### config.mk
export PLATFORM = sky130hd
export DESIGN_NAME = fixed_decimal_ascii_formatter_unit
export DESIGN_NICKNAME = d
export VERILOG_FILES = /design/src/fdaf_pkg.sv /design/src/fdaf_scale.sv /design/src/fdaf_bcd.sv /design/src/fdaf_emit.sv /design/src/fixed_decimal_ascii_formatter_unit.sv
export SDC_FILE = /design/constraint.sdc
export NUM_CORES = 2
export LEC_CHECK = 0
export BUFFER_PORTS_ARGS = -buffer_cell sky130_fd_sc_hd__buf_4
export CAP_MARGIN = 0
export CORE_MARGIN = 2
export CORE_UTILIZATION = 40
export CTS_BUF_LIST = sky130_fd_sc_hd__clkbuf_16
export DETAILED_ROUTE_END_ITERATION = 8
export GPL_ROUTABILITY_DRIVEN = 0
export GPL_TIMING_DRIVEN = 0
export RECOVER_POWER = 25
export SETUP_SLACK_MARGIN = 0.02
export SLEW_MARGIN = 20
export SYNTH_ARGS = -nofsm -noshare
export SYNTH_HDL_FRONTEND = slang
export SYNTH_SLANG_ARGS = --single-unit
### constraint.sdc
create_clock -name clk -period 10.1 [get_ports clk]
set_clock_uncertainty 0.1 [all_clocks]
set_input_delay 2.02 -clock clk [delete_from_list [all_inputs] [get_ports clk]]
set_output_delay 2.02 -clock clk [all_outputs]
set_load 0.005 [all_outputs]
### src/fdaf_pkg.sv
// Shared types, constants and helper functions of the fixed-point decimal formatter.
`timescale 1ns / 1ps
package fdaf_pkg;

  localparam int VAL_W   = 48;
  localparam int SCALE_W = 14;
  localparam int PROD_W  = VAL_W + SCALE_W;
  localparam int BIN_W   = 32;
  localparam int DEF_FRAC_BITS  = 16;
  localparam int DEF_MAX_DIGITS = 10;
  localparam int MAX_DEC = 4;

  localparam logic [63:0] SAT_LIMIT = 64'd4294967295;

  localparam logic [7:0] ASCII_ZERO  = 8'h30;
  localparam logic [7:0] ASCII_NINE  = 8'h39;
  localparam logic [7:0] ASCII_DASH  = 8'h2d;
  localparam logic [7:0] ASCII_POINT = 8'h2e;

  // Configuration register contents.
  typedef struct packed {
    logic [2:0] decimals;
    logic       pad_mode;
    logic [3:0] total_digits;
  } cfg_t;

  // Powers of ten, 10^0 .. 10^10.
  function automatic logic [63:0] pow10(input logic [3:0] k);
    logic [63:0] r;
    unique case (k)
      4'd0:    r = 64'd1;
      4'd1:    r = 64'd10;
      4'd2:    r = 64'd100;
      4'd3:    r = 64'd1000;
      4'd4:    r = 64'd10000;
      4'd5:    r = 64'd100000;
      4'd6:    r = 64'd1000000;
      4'd7:    r = 64'd10000000;
      4'd8:    r = 64'd100000000;
      4'd9:    r = 64'd1000000000;
      default: r = 64'd10000000000;
    endcase
    return r;
  endfunction

  // Effective decimals: clipped to four and to the digit count.
  function automatic logic [3:0] eff_dec(input logic [2:0] d, input logic [3:0] maxd);
    logic [3:0] r;
    r = (d > 3'(MAX_DEC)) ? 4'(MAX_DEC) : {1'b0, d};
    if (r > maxd) r = maxd;
    return r;
  endfunction

  // Effective total digit count of the padded mode.
  function automatic logic [3:0] eff_total(input logic [3:0] t, input logic [3:0] de,
                                           input logic [3:0] maxd);
    logic [3:0] r;
    r = (t == 4'd0) ? 4'd1 : t;
    if (r > maxd) r = maxd;
    if (r < de) r = de;
    return r;
  endfunction

endpackage

### src/fdaf_scale.sv
// Three-stage front end: magnitude, decimal scaling multiply, rounding and saturation.
`timescale 1ns / 1ps
module fdaf_scale import fdaf_pkg::*; #(
  parameter int FRAC_BITS  = DEF_FRAC_BITS,
  parameter int MAX_DIGITS = DEF_MAX_DIGITS
) (
  input  logic              clk,
  input  logic              rst,
  input  cfg_t              cfg,
  input  logic              in_valid,
  output logic              in_ready,
  input  logic [VAL_W-1:0]  in_value,
  output logic              out_valid,
  input  logic              out_ready,
  output logic [BIN_W-1:0]  out_bin,
  output logic              out_neg,
  output logic              out_ovf
);

  localparam logic [3:0]  MAXD = 4'(MAX_DIGITS);
  localparam logic [63:0] LIM_BASE =
    ((pow10(MAXD) - 64'd1) < SAT_LIMIT) ? (pow10(MAXD) - 64'd1) : SAT_LIMIT;

  logic              v1, v2, v3;
  logic              rdy1, rdy2, rdy3;
  logic [VAL_W-1:0]  mag;
  logic              neg1, neg2, neg3;
  logic [PROD_W-1:0] prod;
  logic [BIN_W-1:0]  bin;
  logic              ovf;

  logic [3:0]        dec_e;
  logic [3:0]        tot_e;
  logic [63:0]       scale_full;
  logic [63:0]       pad_lim;
  logic [63:0]       limit;
  logic [PROD_W:0]   half;
  logic [PROD_W:0]   rnd;
  logic [63:0]       scaled;

  // Stage advance: a stage takes new data when empty or when it drains.
  assign rdy3     = !v3 || out_ready;
  assign rdy2     = !v2 || rdy3;
  assign rdy1     = !v1 || rdy2;
  assign in_ready = rdy1;

  assign dec_e = eff_dec(cfg.decimals, MAXD);
  assign tot_e = eff_total(cfg.total_digits, dec_e, MAXD);

  // Scale factor 10^decimals; at most four decimals fit in SCALE_W bits.
  assign scale_full = pow10(dec_e);

  // Rounding half away from zero, then the saturation limit.
  always_comb begin
    pad_lim = pow10(tot_e) - 64'd1;
    limit   = (cfg.pad_mode && (pad_lim < LIM_BASE)) ? pad_lim : LIM_BASE;
    half    = {prod, 1'b0} >> FRAC_BITS;
    rnd     = half + (PROD_W+1)'(1);
    scaled  = 64'(rnd[PROD_W:1]);
  end

  always_ff @(posedge clk) begin
    if (rst) begin
      v1 <= 1'b0;
      v2 <= 1'b0;
      v3 <= 1'b0;
    end else begin
      if (rdy1) v1 <= in_valid;
      if (rdy2) v2 <= v1;
      if (rdy3) v3 <= v2;
    end
  end

  // Payload of the three stages.
  always_ff @(posedge clk) begin
    if (rdy1 && in_valid) begin
      neg1 <= in_value[VAL_W-1];
      mag  <= in_value[VAL_W-1] ? (~in_value + VAL_W'(1)) : in_value;
    end
    if (rdy2 && v1) begin
      neg2 <= neg1;
      prod <= mag * scale_full[SCALE_W-1:0];
    end
    if (rdy3 && v2) begin
      neg3 <= neg2;
      ovf  <= scaled > limit;
      bin  <= (scaled > limit) ? limit[BIN_W-1:0] : scaled[BIN_W-1:0];
    end
  end

  assign out_valid = v3;
  assign out_bin   = bin;
  assign out_neg   = neg3;
  assign out_ovf   = ovf;

endmodule

### src/fdaf_bcd.sv
// Four-stage binary to BCD converter, eight shift-and-add-three steps per stage.
`timescale 1ns / 1ps
module fdaf_bcd import fdaf_pkg::*; #(
  parameter int MAX_DIGITS = DEF_MAX_DIGITS
) (
  input  logic                    clk,
  input  logic                    rst,
  input  logic                    in_valid,
  output logic                    in_ready,
  input  logic [BIN_W-1:0]        in_bin,
  input  logic                    in_neg,
  input  logic                    in_ovf,
  output logic                    out_valid,
  input  logic                    out_ready,
  output logic [4*MAX_DIGITS-1:0] out_bcd,
  output logic                    out_neg,
  output logic                    out_ovf
);

  localparam int BW     = 4 * MAX_DIGITS;
  localparam int NST    = 4;
  localparam int STEPS  = BIN_W / NST;

  logic [NST-1:0]   v;
  logic [NST-1:0]   rdy;
  logic [BIN_W-1:0] bin_q [NST];
  logic [BW-1:0]    bcd_q [NST];
  logic [NST-1:0]   neg_q;
  logic [NST-1:0]   ovf_q;

  // One group of double-dabble steps over the top bits of the binary word.
  function automatic logic [BW+BIN_W-1:0] dabble(input logic [BW-1:0] b,
                                                 input logic [BIN_W-1:0] x);
    logic [BW-1:0]    bb;
    logic [BIN_W-1:0] xx;
    bb = b;
    xx = x;
    for (int s = 0; s < STEPS; s++) begin
      for (int i = 0; i < MAX_DIGITS; i++) begin
        if (bb[4*i +: 4] >= 4'd5) bb[4*i +: 4] = bb[4*i +: 4] + 4'd3;
      end
      bb = {bb[BW-2:0], xx[BIN_W-1]};
      xx = {xx[BIN_W-2:0], 1'b0};
    end
    return {bb, xx};
  endfunction

  assign in_ready = rdy[0];

  for (genvar k = 0; k < NST; k++) begin : g_stage
    logic [BW-1:0]    src_bcd;
    logic [BIN_W-1:0] src_bin;
    logic             src_v;
    logic             src_neg;
    logic             src_ovf;
    logic [BW+BIN_W-1:0] res;

    if (k == 0) begin : g_first
      assign src_bcd = '0;
      assign src_bin = in_bin;
      assign src_v   = in_valid;
      assign src_neg = in_neg;
      assign src_ovf = in_ovf;
    end else begin : g_next
      assign src_bcd = bcd_q[k-1];
      assign src_bin = bin_q[k-1];
      assign src_v   = v[k-1];
      assign src_neg = neg_q[k-1];
      assign src_ovf = ovf_q[k-1];
    end

    if (k == NST-1) begin : g_last_rdy
      assign rdy[k] = !v[k] || out_ready;
    end else begin : g_mid_rdy
      assign rdy[k] = !v[k] || rdy[k+1];
    end

    assign res = dabble(src_bcd, src_bin);

    always_ff @(posedge clk) begin
      if (rst) begin
        v[k] <= 1'b0;
      end else if (rdy[k]) begin
        v[k] <= src_v;
      end
    end

    always_ff @(posedge clk) begin
      if (rdy[k] && src_v) begin
        bcd_q[k] <= res[BW+BIN_W-1:BIN_W];
        bin_q[k] <= res[BIN_W-1:0];
        neg_q[k] <= src_neg;
        ovf_q[k] <= src_ovf;
      end
    end
  end

  assign out_valid = v[NST-1];
  assign out_bcd   = bcd_q[NST-1];
  assign out_neg   = neg_q[NST-1];
  assign out_ovf   = ovf_q[NST-1];

endmodule

### src/fdaf_emit.sv
// String layout stage and character serializer.
`timescale 1ns / 1ps
module fdaf_emit import fdaf_pkg::*; #(
  parameter int MAX_DIGITS = DEF_MAX_DIGITS
) (
  input  logic                    clk,
  input  logic                    rst,
  input  cfg_t                    cfg,
  input  logic                    in_valid,
  output logic                    in_ready,
  input  logic [4*MAX_DIGITS-1:0] in_bcd,
  input  logic                    in_neg,
  input  logic                    in_ovf,
  output logic                    out_valid,
  input  logic                    out_ready,
  output logic [7:0]              out_char,
  output logic                    out_last,
  output logic                    out_ovf
);

  localparam logic [3:0] MAXD = 4'(MAX_DIGITS);
  localparam int BW = 4 * MAX_DIGITS;

  logic [3:0] dec_e;
  logic [3:0] tot_e;

  // Layout stage registers.
  logic          lv;
  logic [BW-1:0] l_bcd;
  logic          l_neg;
  logic          l_ovf;
  logic [3:0]    l_width;
  logic [3:0]    l_n;

  // Serializer registers.
  logic          busy;
  logic [BW-1:0] s_bcd;
  logic          s_neg;
  logic          s_ovf;
  logic [3:0]    s_width;
  logic [3:0]    s_n;
  logic [3:0]    pos;

  logic          load;
  logic          done;
  logic [3:0]    top;
  logic          found;
  logic [3:0]    width;
  logic [3:0]    q;
  logic [3:0]    idx;
  logic [3:0]    dval;
  logic          is_digit;

  assign dec_e = eff_dec(cfg.decimals, MAXD);
  assign tot_e = eff_total(cfg.total_digits, dec_e, MAXD);

  // Width of the integer part: padded width, or the significant digits.
  always_comb begin
    top   = '0;
    found = 1'b0;
    for (int i = 0; i < MAX_DIGITS; i++) begin
      if (in_bcd[4*i +: 4] != 4'd0) begin
        top   = 4'(i);
        found = 1'b1;
      end
    end
    if (cfg.pad_mode) begin
      width = (tot_e == dec_e) ? 4'd1 : (tot_e - dec_e);
    end else begin
      width = (found && (top >= dec_e)) ? (top - dec_e + 4'd1) : 4'd1;
    end
  end

  assign done     = busy && out_ready && (pos == s_n - 4'd1);
  assign load     = !busy || done;
  assign in_ready = !lv || load;

  always_ff @(posedge clk) begin
    if (rst) begin
      lv   <= 1'b0;
      busy <= 1'b0;
      pos  <= '0;
    end else begin
      if (in_ready) lv <= in_valid;
      if (load) begin
        busy <= lv;
        pos  <= '0;
      end else if (busy && out_ready) begin
        pos <= pos + 4'd1;
      end
    end
  end

  always_ff @(posedge clk) begin
    if (in_ready && in_valid) begin
      l_bcd   <= in_bcd;
      l_neg   <= in_neg;
      l_ovf   <= in_ovf;
      l_width <= width;
      l_n     <= 4'(in_neg) + width + ((dec_e != 4'd0) ? (dec_e + 4'd1) : 4'd0);
    end
    if (load && lv) begin
      s_bcd   <= l_bcd;
      s_neg   <= l_neg;
      s_ovf   <= l_ovf;
      s_width <= l_width;
      s_n     <= l_n;
    end
  end

  // Character at the current position: sign, integer digits, point, fraction.
  always_comb begin
    q        = pos - 4'(s_neg);
    is_digit = 1'b0;
    idx      = '0;
    if (q < s_width) begin
      is_digit = 1'b1;
      idx      = dec_e + s_width - 4'd1 - q;
    end else if (q != s_width) begin
      is_digit = 1'b1;
      idx      = dec_e + s_width - q;
    end
    dval = '0;
    for (int i = 0; i < MAX_DIGITS; i++) begin
      if (idx == 4'(i)) dval = s_bcd[4*i +: 4];
    end
    if (s_neg && pos == 4'd0) begin
      out_char = ASCII_DASH;
    end else if (is_digit) begin
      out_char = ASCII_ZERO + {4'd0, dval};
    end else begin
      out_char = ASCII_POINT;
    end
  end

  assign out_valid = busy;
  assign out_last  = (pos == s_n - 4'd1);
  assign out_ovf   = s_ovf;

`ifndef NO_ASSERTIONS
  a_pos_range: assert property (@(posedge clk) disable iff (rst)
    busy |-> (pos < s_n))
    else $error("character position beyond string length");
  a_char_set: assert property (@(posedge clk) disable iff (rst)
    busy |-> (out_char == ASCII_DASH || out_char == ASCII_POINT ||
              (out_char >= ASCII_ZERO && out_char <= ASCII_NINE)))
    else $error("character outside the output alphabet");
  a_dash_first: assert property (@(posedge clk) disable iff (rst)
    (busy && out_char == ASCII_DASH) |-> (pos == 4'd0))
    else $error("sign not in first position");
  a_advance: assert property (@(posedge clk) disable iff (rst)
    (busy && out_ready && !out_last) |=> (busy && pos == $past(pos) + 4'd1))
    else $error("serializer did not advance to the next character");
`endif

endmodule

### src/fixed_decimal_ascii_formatter_unit.sv
// Top level of the fixed-point decimal ASCII formatter with its register port.
`timescale 1ns / 1ps
// Converts signed fixed-point values (FRAC_BITS fraction bits) to ASCII
// decimal strings, one character per output transaction, with tlast on the
// final character and tuser set on every character of a saturated value.
// A value produces one to twelve characters, and the character serializer
// at the output emits one per cycle while m_tready is high; a new value may
// enter every cycle while the serializer is busy, up to the eight pipeline
// stages ahead of it (magnitude, multiply, round/saturate, four BCD stages,
// layout). Registers: decimals at 0x0, pad_mode at 0x4, total_digits at
// 0x8; write them only while the block is idle.
module fixed_decimal_ascii_formatter_unit import fdaf_pkg::*; #(
  parameter int FRAC_BITS  = DEF_FRAC_BITS,
  parameter int MAX_DIGITS = DEF_MAX_DIGITS
) (
  input  logic              clk,
  input  logic              rst,
  // Configuration port.
  input  logic              psel,
  input  logic              penable,
  input  logic              pwrite,
  input  logic [3:0]        paddr,
  input  logic [31:0]       pwdata,
  output logic [31:0]       prdata,
  output logic              pready,
  // Input stream.
  input  logic              s_tvalid,
  output logic              s_tready,
  input  logic [47:0]       s_tdata,   // [47:0] value
  // Output stream.
  output logic              m_tvalid,
  input  logic              m_tready,
  output logic [7:0]        m_tdata,   // [7:0] character
  output logic              m_tlast,
  output logic              m_tuser    // [0] overflow
);

  localparam logic [1:0] REG_DECIMALS = 2'd0;
  localparam logic [1:0] REG_PAD_MODE = 2'd1;
  localparam logic [1:0] REG_TOTAL    = 2'd2;

  cfg_t cfg;

  logic             sc_valid, sc_ready;
  logic [BIN_W-1:0] sc_bin;
  logic             sc_neg, sc_ovf;
  logic             bc_valid, bc_ready;
  logic [4*MAX_DIGITS-1:0] bc_bcd;
  logic             bc_neg, bc_ovf;

  assign pready = 1'b1;

  // Register writes on the access phase.
  always_ff @(posedge clk) begin
    if (rst) begin
      cfg.decimals     <= 3'd0;
      cfg.pad_mode     <= 1'b0;
      cfg.total_digits <= 4'd10;
    end else if (psel && penable && pwrite && pready && paddr[1:0] == 2'd0) begin
      unique case (paddr[3:2])
        REG_DECIMALS: cfg.decimals     <= pwdata[2:0];
        REG_PAD_MODE: cfg.pad_mode     <= pwdata[0];
        REG_TOTAL:    cfg.total_digits <= pwdata[3:0];
        default: ;
      endcase
    end
  end

  // Register read back.
  always_comb begin
    unique case (paddr[3:2])
      REG_DECIMALS: prdata = {29'd0, cfg.decimals};
      REG_PAD_MODE: prdata = {31'd0, cfg.pad_mode};
      REG_TOTAL:    prdata = {28'd0, cfg.total_digits};
      default:      prdata = 32'd0;
    endcase
  end

  fdaf_scale #(
    .FRAC_BITS (FRAC_BITS),
    .MAX_DIGITS(MAX_DIGITS)
  ) u_scale (
    .clk      (clk),
    .rst      (rst),
    .cfg      (cfg),
    .in_valid (s_tvalid),
    .in_ready (s_tready),
    .in_value (s_tdata),
    .out_valid(sc_valid),
    .out_ready(sc_ready),
    .out_bin  (sc_bin),
    .out_neg  (sc_neg),
    .out_ovf  (sc_ovf)
  );

  fdaf_bcd #(
    .MAX_DIGITS(MAX_DIGITS)
  ) u_bcd (
    .clk      (clk),
    .rst      (rst),
    .in_valid (sc_valid),
    .in_ready (sc_ready),
    .in_bin   (sc_bin),
    .in_neg   (sc_neg),
    .in_ovf   (sc_ovf),
    .out_valid(bc_valid),
    .out_ready(bc_ready),
    .out_bcd  (bc_bcd),
    .out_neg  (bc_neg),
    .out_ovf  (bc_ovf)
  );

  fdaf_emit #(
    .MAX_DIGITS(MAX_DIGITS)
  ) u_emit (
    .clk      (clk),
    .rst      (rst),
    .cfg      (cfg),
    .in_valid (bc_valid),
    .in_ready (bc_ready),
    .in_bcd   (bc_bcd),
    .in_neg   (bc_neg),
    .in_ovf   (bc_ovf),
    .out_valid(m_tvalid),
    .out_ready(m_tready),
    .out_char (m_tdata),
    .out_last (m_tlast),
    .out_ovf  (m_tuser)
  );

endmodule
Yosys cells after proc, flatten, opt, wreduce, memory -nomap -nowiden
Memories as Yosys holds them, arrays and structs flattened.
Index checks and enable logic that the tools add are counted.
{"block": "totals", "register_bits": 275, "wordCells": 999, "romBits": 1024, "in_bits": 91, "n_memories": 4, "output_inout_bits": 45, "mem_bits_rw": 256}
{"block": "op_classes", "bitwise": 1, "reduce_logical": 55, "n_mul": 1, "n_lt_le_gt_ge": 276, "eq_ne": 14, "addsub": 285, "n_mux": 324}
{"name": "(name not given)", "words": 16, "word_bits": 32, "read_ports": 1, "rd_ports_with_merged_regs": 0, "write_ports": 0, "line_no": "fdaf_pkg.sv:30", "rtl": "unique case (k)"}
{"name": "(name not given)", "words": 16, "word_bits": 32, "read_ports": 1, "rd_ports_with_merged_regs": 0, "write_ports": 0, "line_no": "fdaf_pkg.sv:30"}
{"name": "u_bcd.bcd_q", "words": 4, "word_bits": 40, "read_ports": 4, "rd_ports_with_merged_regs": 0, "write_ports": 4, "line_no": "fdaf_bcd.sv:27", "rtl": "logic [BW-1:0] bcd_q [NST];"}
{"name": "u_bcd.bin_q", "words": 4, "word_bits": 24, "read_ports": 3, "rd_ports_with_merged_regs": 0, "write_ports": 4, "line_no": "fdaf_bcd.sv:26", "rtl": "logic [BIN_W-1:0] bin_q [NST];"}
{"op": "$ge 4x3->1 const B", "n": 261}
{"op": "$mux 4", "n": 259}
{"op": "$add 4x2->4 const B", "n": 237}
{"op": "$mux 3", "n": 36}
{"op": "$add 3x2->3 const B", "n": 24}
{"op": "$gt 62x64->1", "n": 1}
{"op": "$lt 64x32->1 const B", "n": 1}
{"op": "$mux 64", "n": 1}
{"op": "$sub 64x1->64 const B", "n": 1}
{"op": "$mul 48x14->62", "n": 1}
{"op": "$add 47x1->48 const B", "n": 1}
{"op": "$add 48x1->48 const B", "n": 1}
{"op": "$not 48->48", "n": 1}
{"op": "$mux 47", "n": 1}
{"op": "$reduce_bool 4->1", "n": 11}
{"op": "$mux 32", "n": 1}
{"op": "$mux 1", "n": 21}
{"op": "$add 1x2->3 const AB", "n": 6}
{"op": "$ge 1x3->1 const AB", "n": 6}
{"op": "$logic_and 1x1->1", "n": 17}
{"op": "$eq 4x3->1 const B", "n": 4}
{"op": "$mux 8", "n": 2}
{"op": "$sub 4x4->4", "n": 4}
{"op": "$add 4x1->4 const B", "n": 3}
{"op": "other kinds (26)", "n": 55}

Logic depth before layout (Yosys ltp)
{"block": "logic_depth", "word_depth": 22, "depth_mapped": 48, "mapped_depth_nobuf": 48}

Cells and area by module
Synthesis repeated with hierarchy kept, for this count alone.
{"block": "unflattened", "cells_unflattened": 6109, "area_unflattened_um2": 55443.2}
{"mod": "fdaf_scale", "cells_each": 2642, "seq_area_each_um2": 3993.8, "instances": 1, "area_per_inst_um2": 26168.8}
{"mod": "fdaf_bcd", "cells_each": 2977, "seq_area_each_um2": 4824.6, "instances": 1, "area_per_inst_um2": 23283.6}
{"mod": "fdaf_emit", "cells_each": 409, "seq_area_each_um2": 3123.0, "instances": 1, "area_per_inst_um2": 5320.1}
{"mod": "fixed_decimal_ascii_formatter_unit", "cells_each": 81, "seq_area_each_um2": 160.2, "instances": 1, "area_per_inst_um2": 670.6}

Worst setup path before layout
Ideal clock, no wire load.
{"block": "synth_timing", "kind": "register -> register", "from": "mem u_bcd.bcd_q[2][24] in the netlist's numbering", "to": "mem u_bcd.bcd_q[3][30] in the netlist's numbering, data pin", "period_less_slack_ns": 8.799, "required_ns": 9.738, "path_buffers": 0, "setup_time_ns": 0.262, "path_slack_ns": 1.301, "path_stages_with_launch": 46, "arrival_time_ns": 8.437, "cell_sequence": "edfxtp_1 > inv_1 > ha_1 > and2b_1 > or3_1 > and2_1 > ha_1 > nor2b_1 > a211oi_1 > nor2_1 > xor2_1 > inv_1 > ha_1 > nor2b_1 > nor4_1 > nor3_2 > xnor2_1 > inv_1 > [... 10 more ...] > a311oi_2 > xnor2_1 > ha_1 > inv_1 > nor2_1 > o21ai_1 > xnor2_1 > inv_1 > ha_1 > inv_1 > nor2_1 > a221o_1 > xor2_1 > inv_1 > ha_1 > nor2b_1 > o21ai_0 > mux2_1"}
{"element": "start: declaration", "line_no": "fdaf_bcd.sv:27"}

Worst setup path in the final report
{"block": "layout_timing", "from": "reg, netlist name cfg[7]", "to": "reg u_scale.prod[61], data pin"}
{"block": "layout_via", "elab_chain_cells": 6}
{"element": "$gt 3x3->1", "line_no": "fdaf_pkg.sv:49", "rtl": "r = (d > 3'(MAX_DEC)) ? 4'(MAX_DEC) : {1'b0, d};"}
{"element": "$mux 3 (*)", "line_no": "fdaf_pkg.sv:49"}
{"element": "$gt 4x4->1", "line_no": "fdaf_pkg.sv:50", "rtl": "if (r > maxd) r = maxd;"}
{"element": "$mux 4 (*)", "line_no": "fdaf_pkg.sv:50"}
{"element": "$mem_v2 16x32 (*)"}
{"element": "$mul 48x14->62 (*)", "line_no": "fdaf_scale.sv:82", "rtl": "prod <= mag * scale_full[SCALE_W-1:0];"}
{"element": "end signal: assignment", "line_no": "fdaf_scale.sv:82"}
{"element": "end: declaration", "line_no": "fdaf_scale.sv:28", "rtl": "logic [PROD_W-1:0] prod;"}
Mark *: on every way between the ends. The rest lies on a longest branch, timed or not.
A chain may end at the register's enable or synchronous reset.

==> summary.md <==
| Metric | Value |
|---|---|
| Outcome | `completed` |
| Mapped Area | `57100 um^2` |
| WP data required | `10360 ps` |
| Worst path bufs/invs | `8` |
| Critical Path AT | `9960 ps` |
| Worst R2R Setup Slack | `400 ps` |
| Total wire length | `142 mm` |
| Core area | `142000 um^2` |
| Row cnt | `138` |
| Cell count after synthesis | `6035` |
| Max Freq | `103 MHz` |
| Class of the worst hold path | `flip-flop to flip-flop` |
| Initial core utilization | `0.403` |
| Tmin final | `9700 ps` |
| Crit path max fanout | `10` |
| Final Max Tran Viols | `0` |
| Pre-Repair DR Iteration Count | `5` |
| Critical path class | `flip-flop to flip-flop` |
| Area added between synthesis and finish | `10.6%` |
| Synth Flop Type | `edfxtp_1` |
| Area of the multi-input gates | `41900 um^2` |
| Vias | `43100` |
| Hold Fails Final Rpt | `0` |
| Largest net degree at the start of global routing | `50` |
| Share of the synthesized area in the top cell type | `0.205` |
| Die Height | `382 um` |
| # Max-Cap Violations | `0` |
| Final setup vio count | `0` |
| Die X | `382 um` |
| Synth warn | `0` |
| CP max stage delay | `670 ps` |
| GR Util All Layers | `0.191` |
| Number of synthesized register bits | `410` |
| Final-layout fill cell count | `13600` |
| Worst slew pin tran | `1220 ps` |
| Yosys top cell by area | `edfxtp_1` |
| Share of cells above drive strength 1 | `0.101` |
| Crit path capture type | `flip-flop` |
| Synth Area per Inst | `9.46 um^2` |
| CP startpoint kind | `flip-flop` |
| CP most frequent cell | `fa_1` |
| Final core utilization | `0.446` |
| Total grt overflow | `0` |
| Worst slew margin | `0.187` |
| Worst-case clock buffer depth | `3` |
| CTS Buf Count | `47` |
| Post-synth cell types | `137` |
| Crit path max-delay cell type | `or4b_2` |
| Routed WL per cell | `17.3 um` |
| Worst skew pair latency | `650 ps` |
| Antenna violations before repair | `2` |
| Post-route ant nets | `0` |
| Reg clk slew, reported paths | `70 ps` |
| Tcrit/Tclk final | `0.960` |
| # port buffers | `72` |
| Top cells by area, synth | `edfxtp_1 (20%), fa_1 (18%), ha_1 (13%), inv_1 (5.1%), and2_1 (4.2%)` |
| First-pass GRT wire length | `225 mm` |
| Die ar. | `146000 um^2` |
| Clock root buffer master | `clkbuf_16` |
| Synth async-reset ratio | `0` |
| Vias per inst | `5.26` |
| Register area share after synthesis | `0.212` |
| Sequential cell area | `12100 um^2` |
| Number of nets in the layout | `7434` |
| IO Pins | `136` |
| Vias in the first global route | `42800` |
| CTS tree | `yes` |
| Top delay family on crit path | `adder cells` |
| EDFF count, synth | `389` |
| Iteration-0 DRC count of the detailed router | `2149` |
| Residual DRC | `0` |
| CTS sink count | `410` |
| HPWL Detailed | `119 mm` |
| Hold_buf cts | `0` |
| H-Tree Depth | `2` |
==> sequential cells by signal, summed over array words and instances, names as in the netlist, 3 cells and up <==
signal,flops
u_bcd.bin_q,48
u_bcd.bcd_q,102
u_bcd.g_stage.src_ovf,3
u_scale.out_bin,32
u_bcd.g_stage.src_v,3
u_emit.l_n,4
u_scale.prod,47
u_emit.s_n,4
u_scale.mag,48
u_emit.pos,4
u_emit.l_width,4
u_bcd.g_stage.src_neg,3
u_emit.s_width,4
cfg,8
u_emit.s_bcd,40
u_emit.l_bcd,40
==> cell usage in the layout, fill, tap and decap left out, drive strengths merged, types with 80 or more instances in the layout <==
cell type and n:
clkbuf 188, nand2b 133, edfxtp 389, and3 80, inv 791, o21ai 208
a21oi 244, nand2 451, mux2 113, ha 582, nor2b 167, nand3 88
fa 507, and2 384, xnor2 222, mux2i 217, buf 177, nor2 242
==> through the flow <==
| step | hold slack [ps] | cells | worst slack, ps | instance area [um^2] | TNS (ps) |
|---|---|---|---|---|---|
| floorplan | 300 | 6080 | 1300 | 57300 | 0 |
| global placement | 301 | 8042 | -1780 | 60200 | -41090 |
| detailed placement | 305 | 8055 | -1840 | 60600 | -42240 |
| CTS | 268 | 8143 | 82.8 | 62400 | 0 |
| global route | 266 | 8181 | -49.6 | 63100 | -333 |
| finish | 277 | 8182 | 402 | 63200 | 0 |
==> timing repair <==
| item | in CTS | in global routing |
|---|---|---|
| endpoints found under the setup margin | 46 | 76 |
| resized for setup | 24 | 106 |
| gates cloned | 0 | 0 |
| pin swaps | 0 | 29 |
| buffers inserted | 2 | 38 |
==> per-layer routing <==
layer | track usage | part of all wire | up-vias
li1 | - | - | 21100
met1 | 0.233 | 0.42 | 21000
met2 | 0.343 | 0.50 | 814
met3 | 0.0191 | 0.036 | 235
met4 | 0.0760 | 0.045 | 0
met5 | 0 | 0 | -
==> synthesized netlist by cell type (all sizes together) (80+ instances only) <==
cell type and count:
edfxtp 389, nand2 451, nand3 88, nor2b 167, o21ai 208, a21oi 244, ha 582, mux2i 217
and3 80, nand2b 133, inv 787, fa 507, and2 384, nor2 242, clkbuf 135, xnor2 222
mux2 113
==> cell type report <==
| cell class | count | share of cell area |
|---|---|---|
| Clock inverter | 39 | 0.00828 |
| Timing Repair Buffer | 125 | 0.0184 |
| Antenna cell | 1 | 0.0000396 |
| Buffer | 194 | 0.0145 |
| Sequential cell | 410 | 0.192 |
| Inverter | 788 | 0.0470 |
| Clock buffer | 47 | 0.0186 |
| Tap cell | 1890 | 0.0374 |
| Multi-Input combinational cell | 4688 | 0.664 |
==> final timing paths <==
kind                                     from                            to  cells past startpoint
hold / removal    u_bcd.bin_q[0][8]$_DFFE_PP_  u_bcd.bin_q[1][16]$_DFFE_PP_                      0
setup reg to reg          cfg[7]$_SDFFE_PP0P_    u_scale.prod[61]$_DFFE_PP_                     33
hold reg to reg   u_bcd.bin_q[0][8]$_DFFE_PP_  u_bcd.bin_q[1][16]$_DFFE_PP_                      0
setup / recovery          cfg[7]$_SDFFE_PP0P_    u_scale.prod[61]$_DFFE_PP_                     33
==> logic make-up after synthesis <==
family | after synthesis | synth area share
AOI/OAI and AO/OA | 1054 | 0.131
muxes | 330 | 0.0618
xor gates and xnor gates | 288 | 0.0452
DFF | 410 | 0.212
buffers and inverters | 982 | 0.0673
adders and majority gates | 1089 | 0.305
and+or+nand+nor | 1880 | 0.177
other | 2 | 0.000131
Power is left out: the tool's default activity adds up to more than one toggle a clock period on the data nets, which glitch-free logic cannot reach.
